`config.mk`:
```
export PLATFORM = sky130hd
export DESIGN_NAME = sha256_block_compress_top
export DESIGN_NICKNAME = d
export VERILOG_FILES = /design/src/rtl/shabc_pkg.sv /design/src/rtl/shabc_sched.sv /design/src/rtl/shabc_round.sv /design/src/rtl/sha256_block_compress_top.sv
export VERILOG_INCLUDE_DIRS = /design/src /design/src/rtl
export SDC_FILE = /design/constraint.sdc
export NUM_CORES = 2
export LEC_CHECK = 0
export BUFFER_PORTS_ARGS = -buffer_cell sky130_fd_sc_hd__buf_2
export CORE_ASPECT_RATIO = 0.8
export CORE_UTILIZATION = 49
export CTS_CLUSTER_DIAMETER = 30
export CTS_CLUSTER_SIZE = 24
export DETAILED_ROUTE_END_ITERATION = 8
export PLACE_DENSITY = 0.64
export RECOVER_POWER = 50
export SETUP_SLACK_MARGIN = 0.15
export SYNTH_ARGS = -nofsm -noshare
export SYNTH_HDL_FRONTEND = slang
export SYNTH_HIERARCHICAL = 1
export SYNTH_SLANG_ARGS = --single-unit
```
`constraint.sdc`:
```
create_clock -name clk -period 7.8 [get_ports clk]
set_input_delay 0.78 -clock clk [delete_from_list [all_inputs] [get_ports clk]]
set_output_delay 0.78 -clock clk [all_outputs]
set_load 0.05 [all_outputs]
```
`src/rtl/assert_macros.svh`:
```
// ---------------------------------------------------------------------------
// assert_macros.svh
// shared concurrent assertion macros, clocked and reset-qualified
// ---------------------------------------------------------------------------
`ifndef ASSERT_MACROS_SVH
`define ASSERT_MACROS_SVH

// same-cycle implication
`define ASSERT_SAME(label, clk, rst, ante, cons) \
  label: assert property (@(posedge clk) disable iff (rst) (ante) |-> (cons)) \
    else $error("assertion failed: same-cycle implication");

// next-cycle implication
`define ASSERT_NEXT(label, clk, rst, ante, cons) \
  label: assert property (@(posedge clk) disable iff (rst) (ante) |=> (cons)) \
    else $error("assertion failed: next-cycle implication");

`endif

```
`src/rtl/shabc_pkg.sv`:
```
// ---------------------------------------------------------------------------
// shabc_pkg
// shared types, codes, round constants and sigma functions for sha-256
// ---------------------------------------------------------------------------
package shabc_pkg;

  localparam int unsigned WordW  = 32;
  localparam int unsigned Rounds = 64;
  localparam int unsigned RndW   = $clog2(Rounds);
  localparam int unsigned WinLen = 16;
  localparam int unsigned MsgW   = $clog2(WinLen);
  localparam int unsigned SlotW  = 3;

  typedef logic [WordW-1:0] word_t;
  typedef logic [7:0][WordW-1:0] word8_t;

  // request kinds carried in tuser
  typedef enum logic {
    ACT_LOAD = 1'b0,
    ACT_MSG  = 1'b1
  } action_t;

  // control from the sequencer to the datapath parts
  typedef struct packed {
    logic push;  // shift a message word into the window
    logic init;  // copy chaining state into the working variables
    logic step;  // run one round / one schedule step
  } shabc_ctrl_t;

  function automatic word_t big_sigma0(input word_t x);
    big_sigma0 = {x[1:0], x[31:2]} ^ {x[12:0], x[31:13]} ^ {x[21:0], x[31:22]};
  endfunction

  function automatic word_t big_sigma1(input word_t x);
    big_sigma1 = {x[5:0], x[31:6]} ^ {x[10:0], x[31:11]} ^ {x[24:0], x[31:25]};
  endfunction

  function automatic word_t small_sigma0(input word_t x);
    small_sigma0 = {x[6:0], x[31:7]} ^ {x[17:0], x[31:18]} ^ {3'b000, x[31:3]};
  endfunction

  function automatic word_t small_sigma1(input word_t x);
    small_sigma1 = {x[16:0], x[31:17]} ^ {x[18:0], x[31:19]} ^ {10'b0, x[31:10]};
  endfunction

  function automatic word_t round_k(input logic [RndW-1:0] r);
    case (r)
      6'd0:  round_k = 32'h428a2f98;
      6'd1:  round_k = 32'h71374491;
      6'd2:  round_k = 32'hb5c0fbcf;
      6'd3:  round_k = 32'he9b5dba5;
      6'd4:  round_k = 32'h3956c25b;
      6'd5:  round_k = 32'h59f111f1;
      6'd6:  round_k = 32'h923f82a4;
      6'd7:  round_k = 32'hab1c5ed5;
      6'd8:  round_k = 32'hd807aa98;
      6'd9:  round_k = 32'h12835b01;
      6'd10: round_k = 32'h243185be;
      6'd11: round_k = 32'h550c7dc3;
      6'd12: round_k = 32'h72be5d74;
      6'd13: round_k = 32'h80deb1fe;
      6'd14: round_k = 32'h9bdc06a7;
      6'd15: round_k = 32'hc19bf174;
      6'd16: round_k = 32'he49b69c1;
      6'd17: round_k = 32'hefbe4786;
      6'd18: round_k = 32'h0fc19dc6;
      6'd19: round_k = 32'h240ca1cc;
      6'd20: round_k = 32'h2de92c6f;
      6'd21: round_k = 32'h4a7484aa;
      6'd22: round_k = 32'h5cb0a9dc;
      6'd23: round_k = 32'h76f988da;
      6'd24: round_k = 32'h983e5152;
      6'd25: round_k = 32'ha831c66d;
      6'd26: round_k = 32'hb00327c8;
      6'd27: round_k = 32'hbf597fc7;
      6'd28: round_k = 32'hc6e00bf3;
      6'd29: round_k = 32'hd5a79147;
      6'd30: round_k = 32'h06ca6351;
      6'd31: round_k = 32'h14292967;
      6'd32: round_k = 32'h27b70a85;
      6'd33: round_k = 32'h2e1b2138;
      6'd34: round_k = 32'h4d2c6dfc;
      6'd35: round_k = 32'h53380d13;
      6'd36: round_k = 32'h650a7354;
      6'd37: round_k = 32'h766a0abb;
      6'd38: round_k = 32'h81c2c92e;
      6'd39: round_k = 32'h92722c85;
      6'd40: round_k = 32'ha2bfe8a1;
      6'd41: round_k = 32'ha81a664b;
      6'd42: round_k = 32'hc24b8b70;
      6'd43: round_k = 32'hc76c51a3;
      6'd44: round_k = 32'hd192e819;
      6'd45: round_k = 32'hd6990624;
      6'd46: round_k = 32'hf40e3585;
      6'd47: round_k = 32'h106aa070;
      6'd48: round_k = 32'h19a4c116;
      6'd49: round_k = 32'h1e376c08;
      6'd50: round_k = 32'h2748774c;
      6'd51: round_k = 32'h34b0bcb5;
      6'd52: round_k = 32'h391c0cb3;
      6'd53: round_k = 32'h4ed8aa4a;
      6'd54: round_k = 32'h5b9cca4f;
      6'd55: round_k = 32'h682e6ff3;
      6'd56: round_k = 32'h748f82ee;
      6'd57: round_k = 32'h78a5636f;
      6'd58: round_k = 32'h84c87814;
      6'd59: round_k = 32'h8cc70208;
      6'd60: round_k = 32'h90befffa;
      6'd61: round_k = 32'ha4506ceb;
      6'd62: round_k = 32'hbef9a3f7;
      6'd63: round_k = 32'hc67178f2;
      default: round_k = 32'h0;
    endcase
  endfunction

endpackage

```
`src/rtl/shabc_sched.sv`:
```
// ---------------------------------------------------------------------------
// shabc_sched
// rolling 16-word message schedule window, oldest word at tap zero
// ---------------------------------------------------------------------------
module shabc_sched (
  input  logic                  clk,
  input  shabc_pkg::shabc_ctrl_t ctrl,
  input  shabc_pkg::word_t      msg_word,
  output shabc_pkg::word_t      w_cur
);

  shabc_pkg::word_t win [shabc_pkg::WinLen];
  shabc_pkg::word_t w_new;
  shabc_pkg::word_t shift_in;

  // w[t+16] from the window holding w[t..t+15]
  assign w_new = shabc_pkg::small_sigma1(win[14]) + win[9]
               + shabc_pkg::small_sigma0(win[1]) + win[0];
  assign shift_in = ctrl.push ? msg_word : w_new;
  assign w_cur = win[0];

  always_ff @(posedge clk) begin
    if (ctrl.push || ctrl.step) begin
      for (int i = 0; i < shabc_pkg::WinLen - 1; i++) begin
        win[i] <= win[i+1];
      end
      win[shabc_pkg::WinLen-1] <= shift_in;
    end
  end

endmodule

```
`src/rtl/shabc_round.sv`:
```
// ---------------------------------------------------------------------------
// shabc_round
// working variables a..h and the single shared round unit
// ---------------------------------------------------------------------------
module shabc_round (
  input  logic                          clk,
  input  logic                          rst,
  input  shabc_pkg::shabc_ctrl_t        ctrl,
  input  logic [shabc_pkg::RndW-1:0]    rnd,
  input  shabc_pkg::word_t              w_cur,
  input  shabc_pkg::word8_t             chain,
  output shabc_pkg::word8_t             vars
);

  shabc_pkg::word_t t1;
  shabc_pkg::word_t t2;
  shabc_pkg::word_t ch;
  shabc_pkg::word_t maj;

  // index 0 is a, index 7 is h
  assign ch  = (vars[4] & vars[5]) ^ (~vars[4] & vars[6]);
  assign maj = (vars[0] & vars[1]) ^ (vars[0] & vars[2]) ^ (vars[1] & vars[2]);
  assign t1  = vars[7] + shabc_pkg::big_sigma1(vars[4]) + ch
             + shabc_pkg::round_k(rnd) + w_cur;
  assign t2  = shabc_pkg::big_sigma0(vars[0]) + maj;

  always_ff @(posedge clk) begin
    if (rst) begin
      vars <= '0;
    end else if (ctrl.init) begin
      vars <= chain;
    end else if (ctrl.step) begin
      // h..f and d..b move down, e and a take the new values
      vars[7:5] <= vars[6:4];
      vars[4]   <= vars[3] + t1;
      vars[3:1] <= vars[2:0];
      vars[0]   <= t1 + t2;
    end
  end

endmodule

```
`src/rtl/sha256_block_compress_top.sv`:
```
// ---------------------------------------------------------------------------
// sha256_block_compress_top
// sha-256 compression of one 64-byte block fed one 32-bit word per request
//
// each input request either loads one of the eight chaining words (tuser 0,
// slot and word in tdata) or appends one big-endian message word (tuser 1).
// loads and message words are taken only while the block is idle. the
// sixteenth message word starts a compression: the input drops tready, one
// round unit runs the 64 rounds, one round per cycle, while the schedule
// window rolls alongside, an add state sums the working variables into the
// chaining state, and the eight updated words then leave in slot order, one
// per output request, the last with tlast. a block therefore keeps the input
// off until the last of its digest words has been accepted downstream. the
// chaining state stays in place, so following blocks chain without a reload;
// padding and the initial vector are up to the user. reset clears the
// chaining words and working variables to zero
// ---------------------------------------------------------------------------
`include "assert_macros.svh"

module sha256_block_compress_top (
  input  logic        clk,
  input  logic        rst,
  // input request channel
  input  logic        s_axis_tvalid,
  output logic        s_axis_tready,
  input  logic [39:0] s_axis_tdata,   // [2:0] hash_slot, [34:3] data_word, rest zero
  input  logic        s_axis_tuser,   // [0] action
  // digest channel
  output logic        m_axis_tvalid,
  input  logic        m_axis_tready,
  output logic [39:0] m_axis_tdata,   // [31:0] digest_word, [34:32] digest_slot, rest zero
  output logic        m_axis_tlast    // last_of_run
);

  typedef enum logic [3:0] {
    ST_IDLE  = 4'b0001,
    ST_ROUND = 4'b0010,
    ST_ADD   = 4'b0100,
    ST_EMIT  = 4'b1000
  } state_t;

  state_t                           state;
  state_t                           state_next;
  logic [shabc_pkg::MsgW-1:0]       msg_count;
  logic [shabc_pkg::RndW-1:0]       round_count;
  logic [shabc_pkg::SlotW-1:0]      emit_slot;
  shabc_pkg::word8_t                chain;
  shabc_pkg::word8_t                vars;
  shabc_pkg::word_t                 w_cur;
  shabc_pkg::shabc_ctrl_t           ctrl;

  logic                             in_acc;
  logic                             out_acc;
  logic                             is_msg;
  logic [shabc_pkg::SlotW-1:0]      in_slot;
  shabc_pkg::word_t                 in_word;
  logic                             last_round;
  logic                             last_slot;

  // request fields
  assign in_slot = s_axis_tdata[2:0];
  assign in_word = s_axis_tdata[34:3];
  assign is_msg  = (s_axis_tuser == shabc_pkg::ACT_MSG);

  // input only taken between blocks and out of reset
  assign s_axis_tready = (state == ST_IDLE) && !rst;
  assign in_acc        = s_axis_tvalid && s_axis_tready;

  assign m_axis_tvalid = (state == ST_EMIT);
  assign out_acc       = m_axis_tvalid && m_axis_tready;
  assign last_slot     = (emit_slot == {shabc_pkg::SlotW{1'b1}});
  assign last_round    = (round_count == {shabc_pkg::RndW{1'b1}});

  assign m_axis_tdata  = {5'b0, emit_slot, chain[emit_slot]};
  assign m_axis_tlast  = last_slot;

  // datapath control
  always_comb begin
    ctrl.push = in_acc && is_msg;
    ctrl.init = in_acc && is_msg && (msg_count == {shabc_pkg::MsgW{1'b1}});
    ctrl.step = (state == ST_ROUND);
  end

  always_comb begin
    state_next = state;
    case (state)
      ST_IDLE: begin
        if (ctrl.init) begin
          state_next = ST_ROUND;
        end
      end
      ST_ROUND: begin
        if (last_round) begin
          state_next = ST_ADD;
        end
      end
      ST_ADD: begin
        state_next = ST_EMIT;
      end
      ST_EMIT: begin
        if (out_acc && last_slot) begin
          state_next = ST_IDLE;
        end
      end
      default: state_next = ST_IDLE;
    endcase
  end

  always_ff @(posedge clk) begin
    if (rst) begin
      state       <= ST_IDLE;
      msg_count   <= '0;
      round_count <= '0;
      emit_slot   <= '0;
      chain       <= '0;
    end else begin
      state <= state_next;
      // chaining word load, no effect on held message words
      if (in_acc && !is_msg) begin
        chain[in_slot] <= in_word;
      end
      if (ctrl.push) begin
        msg_count <= msg_count + 1'b1;
      end
      // wraps to zero after the last round
      if (ctrl.step) begin
        round_count <= round_count + 1'b1;
      end
      // feed-forward into the chaining state
      if (state == ST_ADD) begin
        for (int i = 0; i < 8; i++) begin
          chain[i] <= chain[i] + vars[i];
        end
      end
      if (out_acc) begin
        emit_slot <= emit_slot + 1'b1;
      end
    end
  end

  shabc_sched u_sched (
    .clk      (clk),
    .ctrl     (ctrl),
    .msg_word (in_word),
    .w_cur    (w_cur)
  );

  shabc_round u_round (
    .clk   (clk),
    .rst   (rst),
    .ctrl  (ctrl),
    .rnd   (round_count),
    .w_cur (w_cur),
    .chain (chain),
    .vars  (vars)
  );

  // sixteenth message word starts the rounds from round zero
  `ASSERT_NEXT(a_start_rounds, clk, rst, ctrl.init, (state == ST_ROUND) && (round_count == '0))
  // the final round hands over to the feed-forward add
  `ASSERT_NEXT(a_round_to_add, clk, rst, (state == ST_ROUND) && last_round, state == ST_ADD)
  // no message words held while the digest is going out
  `ASSERT_SAME(a_emit_empty, clk, rst, m_axis_tvalid, msg_count == '0)
  // digest ends after the flagged word and slot restarts at zero
  `ASSERT_NEXT(a_emit_done, clk, rst, out_acc && last_slot, (state == ST_IDLE) && (emit_slot == '0))

endmodule

```
==> results.cfg <==
[synthesis]
post-synth-top-area-fraction = 0.2166
netlist.top_cell.by_area = edfxtp_1
synth_top_flop_cell = dfxtp_1
ys_ff_latch = 1041
synth-edff-count = 512
netlist-cell-type-count = 99
syn_area_per_cell_sq_um = 9.445
seq_area_frac_synth = 0.3658
synth_warnings = 6
netlist_instances = 7516
post_synth_instance_area_sq_um = 70990
synth_area_leaders = edfxtp_1, dfxtp_1, ha_1
ys_async_sr_fraction = 0

[timing]
final.setup.tns_ns = 0
slew_headroom = -1.459
tightestPinTransition_ns = 3.688
timing.fmax_ghz = 0.1295
post-route-period-util = 0.9900
period_needed_ns = 7.722
finalWorstSetupSlack_ns = 0.07806
timing.hold.ws_ns = 0.2249
count_of_pins_over_their_slew_limit = 406
finalClockSkew_ns = 0.09126
setup_violations = 0
rsz0062_at_grt = yes
timing.final.hold_violations = 0

[worst_hold_path]
holdPathStages = 3
holdCritPathClass = in2reg

[cells_and_area]
multi_input_logic_area_sq_um = 41400
final_core_utilization = 0.5888
final_net_count = 8450
area_growth_pct = 18.91
seq_area_sq_um = 25990
num-fill-cells = 12280
finalNonFillerCells = 9903
post_route_cells_drive_above_1_share = 0.1547

[route]
totalWireLength_um = 248200
detail_route.drc_violations = 0
drt_iter0_markers = 6845
antenna_violating_nets_post_route = 0
via_per_inst = 6.043
dr_total_vias = 59840
average_routed_wire_per_standard_cell_um = 25.07
drt-pass1-iter-count = 6

[critical_path]
worst_path_largest_cell_delay_ns = 0.54
reg2regPathDepth = 40
cp_max_fo = 4
rrSetupSlack_ns = 0.08
worst_ep_arrival_time_ns = 8.51
crit_path_launch_type = flip-flop
worstSetupEndpointType = flip-flop
worst-setup-path-type = reg2reg
crit_path_max_delay_cell_type = fa_1
cp.required_ns = 8.59

[place]
hpwl_after_detailed_placement_um = 186200
post-place-cells = 9470
place_congestion = 1.018
place_ws_ns = -0.6511
buffer_ports.inserted = 77

[run_status]
failed_checks = max-capacitance violations, max-slew violations
status = complete, but fails checks

[global_routing]
grt_max_degree = 206
grt-ovfl-total = 0
grt_pass1_wl_um = 361600
first_global_vias = 54920
grt_usage = 0.3319
grt_antenna_before_repair = 7

[cts]
cts_tree = done
clk_root_buffer_cell = clkbuf_16
cts_buffers = 223
cts_buffer_depth = 3
clk_pin_slew_worst_setup_hold_paths_ns = 0.04
cts_sinks = 1041
clk_latency_ns = 0.87
cts-htree-levels = 4
post_cts_hold_buffer_count = 0

[floorplan]
core_footprint_sq_um = 143400
dieWidth_um = 427.6
placement_rows = 124
floorplan.die.height_um = 342.4
design.portCount = 88
initial_utilization = 0.4952
dieArea_sq_um = 146400

[pwr]
power-per-cell-area_nw_per_um2 = 207.6
power_leakage_uw = 0.03649
worst_ir_drop_vdd_mv = 0.2106

[flow_run]
max_cap_violations = 10
-- Yosys cell counts, types with 51 or more instances --
cell      number
inv_1        536
o21ai_0      278
dfxtp_1      529
a31oi_1       63
edfxtp_1     512
xor2_1       200
nor2b_1       62
o21bai_1      51
xnor2_1      375
clkbuf_1     404
a21o_1       222
mux2i_1      451
nand3_1      101
nor3_1        80
mux2_2        69
ha_1         394
and3_1        54
buf_1         53
nand2_1      304
mux4_2        67
fa_1         195
nor2_1       876
a211oi_1     250
a21oi_1      688
-- timing repair --
| item | in CTS | in global routing |
|---|---|---|
| pin swaps | 28 | 37 |
| buffers inserted | 4 | 7 |
| endpoints found under the setup margin | 16 | 20 |
| gates resized for setup | 53 | 74 |
-- flip-flops by register name (all words and copies together), names as in the netlist --
signal        count
u_round/vars    256
state             4
msg_count         4
chain           256
u_sched/win     512
emit_slot         3
round_count       6
-- logic make-up after synthesis --
kind of cell | after synthesis | share of synthesized area
flip-flops | 1041 | 0.3658
multiplexers | 587 | 0.09579
adder cells (fa/ha/maj) | 592 | 0.1249
AO/OA/AOI/OAI | 1975 | 0.1780
other | 1 | 0.00005283
buffers and inverters | 1057 | 0.05871
XOR/XNOR | 576 | 0.07126
AND/OR/NAND/NOR | 1687 | 0.1056
-- cell type report --
| class | count | area share |
|---|---|---|
| Sequential cell | 1041 | 0.3079 |
| Tap cell | 1890 | 0.02801 |
| Timing Repair Buffer | 588 | 0.05172 |
| Antenna cell | 2 | 0.00005929 |
| Clock inverter | 141 | 0.02570 |
| Clock buffer | 279 | 0.07195 |
| Inverter | 540 | 0.02413 |
| Multi-Input combinational cell | 5422 | 0.4905 |
-- final timing paths --
path                                            end                 from
worst max-delay path               u_round/vars[31]       round_count[1]
worst min-delay path                   emit_slot[2]        m_axis_tready
worst max register to register     u_round/vars[31]       round_count[1]
worst min register to register  u_sched/win[1][221]  u_sched/win[1][253]
-- cells in the final DEF, fill, tap and decap left out, types with 51 or more instances in the layout --
cell	n
a21o_1	222
nor2_1	872
o21ai_0	273
buf_2	74
a211oi_1	249
edfxtp_1	512
xor2_1	197
fa_1	195
clkbuf_16	225
dfxtp_1	518
and3_1	54
mux4_2	67
nor2b_1	59
a21oi_1	676
nand3_1	99
mux2_2	69
inv_1	531
nor3_1	76
nand2_1	298
ha_1	386
buf_4	483
xnor2_1	365
o21bai_1	51
a31oi_1	62
mux2i_1	451
-- report_power, final --
part	total (uW)	switching [uW]	internal (uW)	leakage, uW
sequential	5950	72.0	5880	0.00897
clock	10200	3370	6840	0.00395
combinational	1360	858	504	0.0236
-- worst max-delay path: cells and delay by family (launching register included) --
family | cells | cell delay [ns]
adder cells (fa/ha/maj) | 5 | 1.62
buffers and inverters | 10 | 1.18
XOR/XNOR | 2 | 0.36
AND/OR/NAND/NOR | 2 | 0.37
AO/OA/AOI/OAI | 21 | 3.77
flip-flops | 1 | 0.37
-- metrics by stage --
stage	total power (uW)	area, sq um
2_1_floorplan	6937	71030
3_3_place_gp	7339	75550
3_5_place_dp	7364	75550
4_1_cts	17590	84050
5_1_grt	18030	84410
6_report	17520	84410
-- layer usage --
layer | routed length (um) | part of all wire | global-route usage | vias up
li1 | - | - | - | 27450
met1 | 114600 | 0.46 | 0.5088 | 29240
met2 | 101400 | 0.41 | 0.4637 | 2783
met3 | 25330 | 0.10 | 0.06884 | 374
met4 | 6808 | 0.027 | 0.09683 | 0
met5 | 0 | 0 | 0 | -
Note: power is estimated with default switching activity, not from simulation.
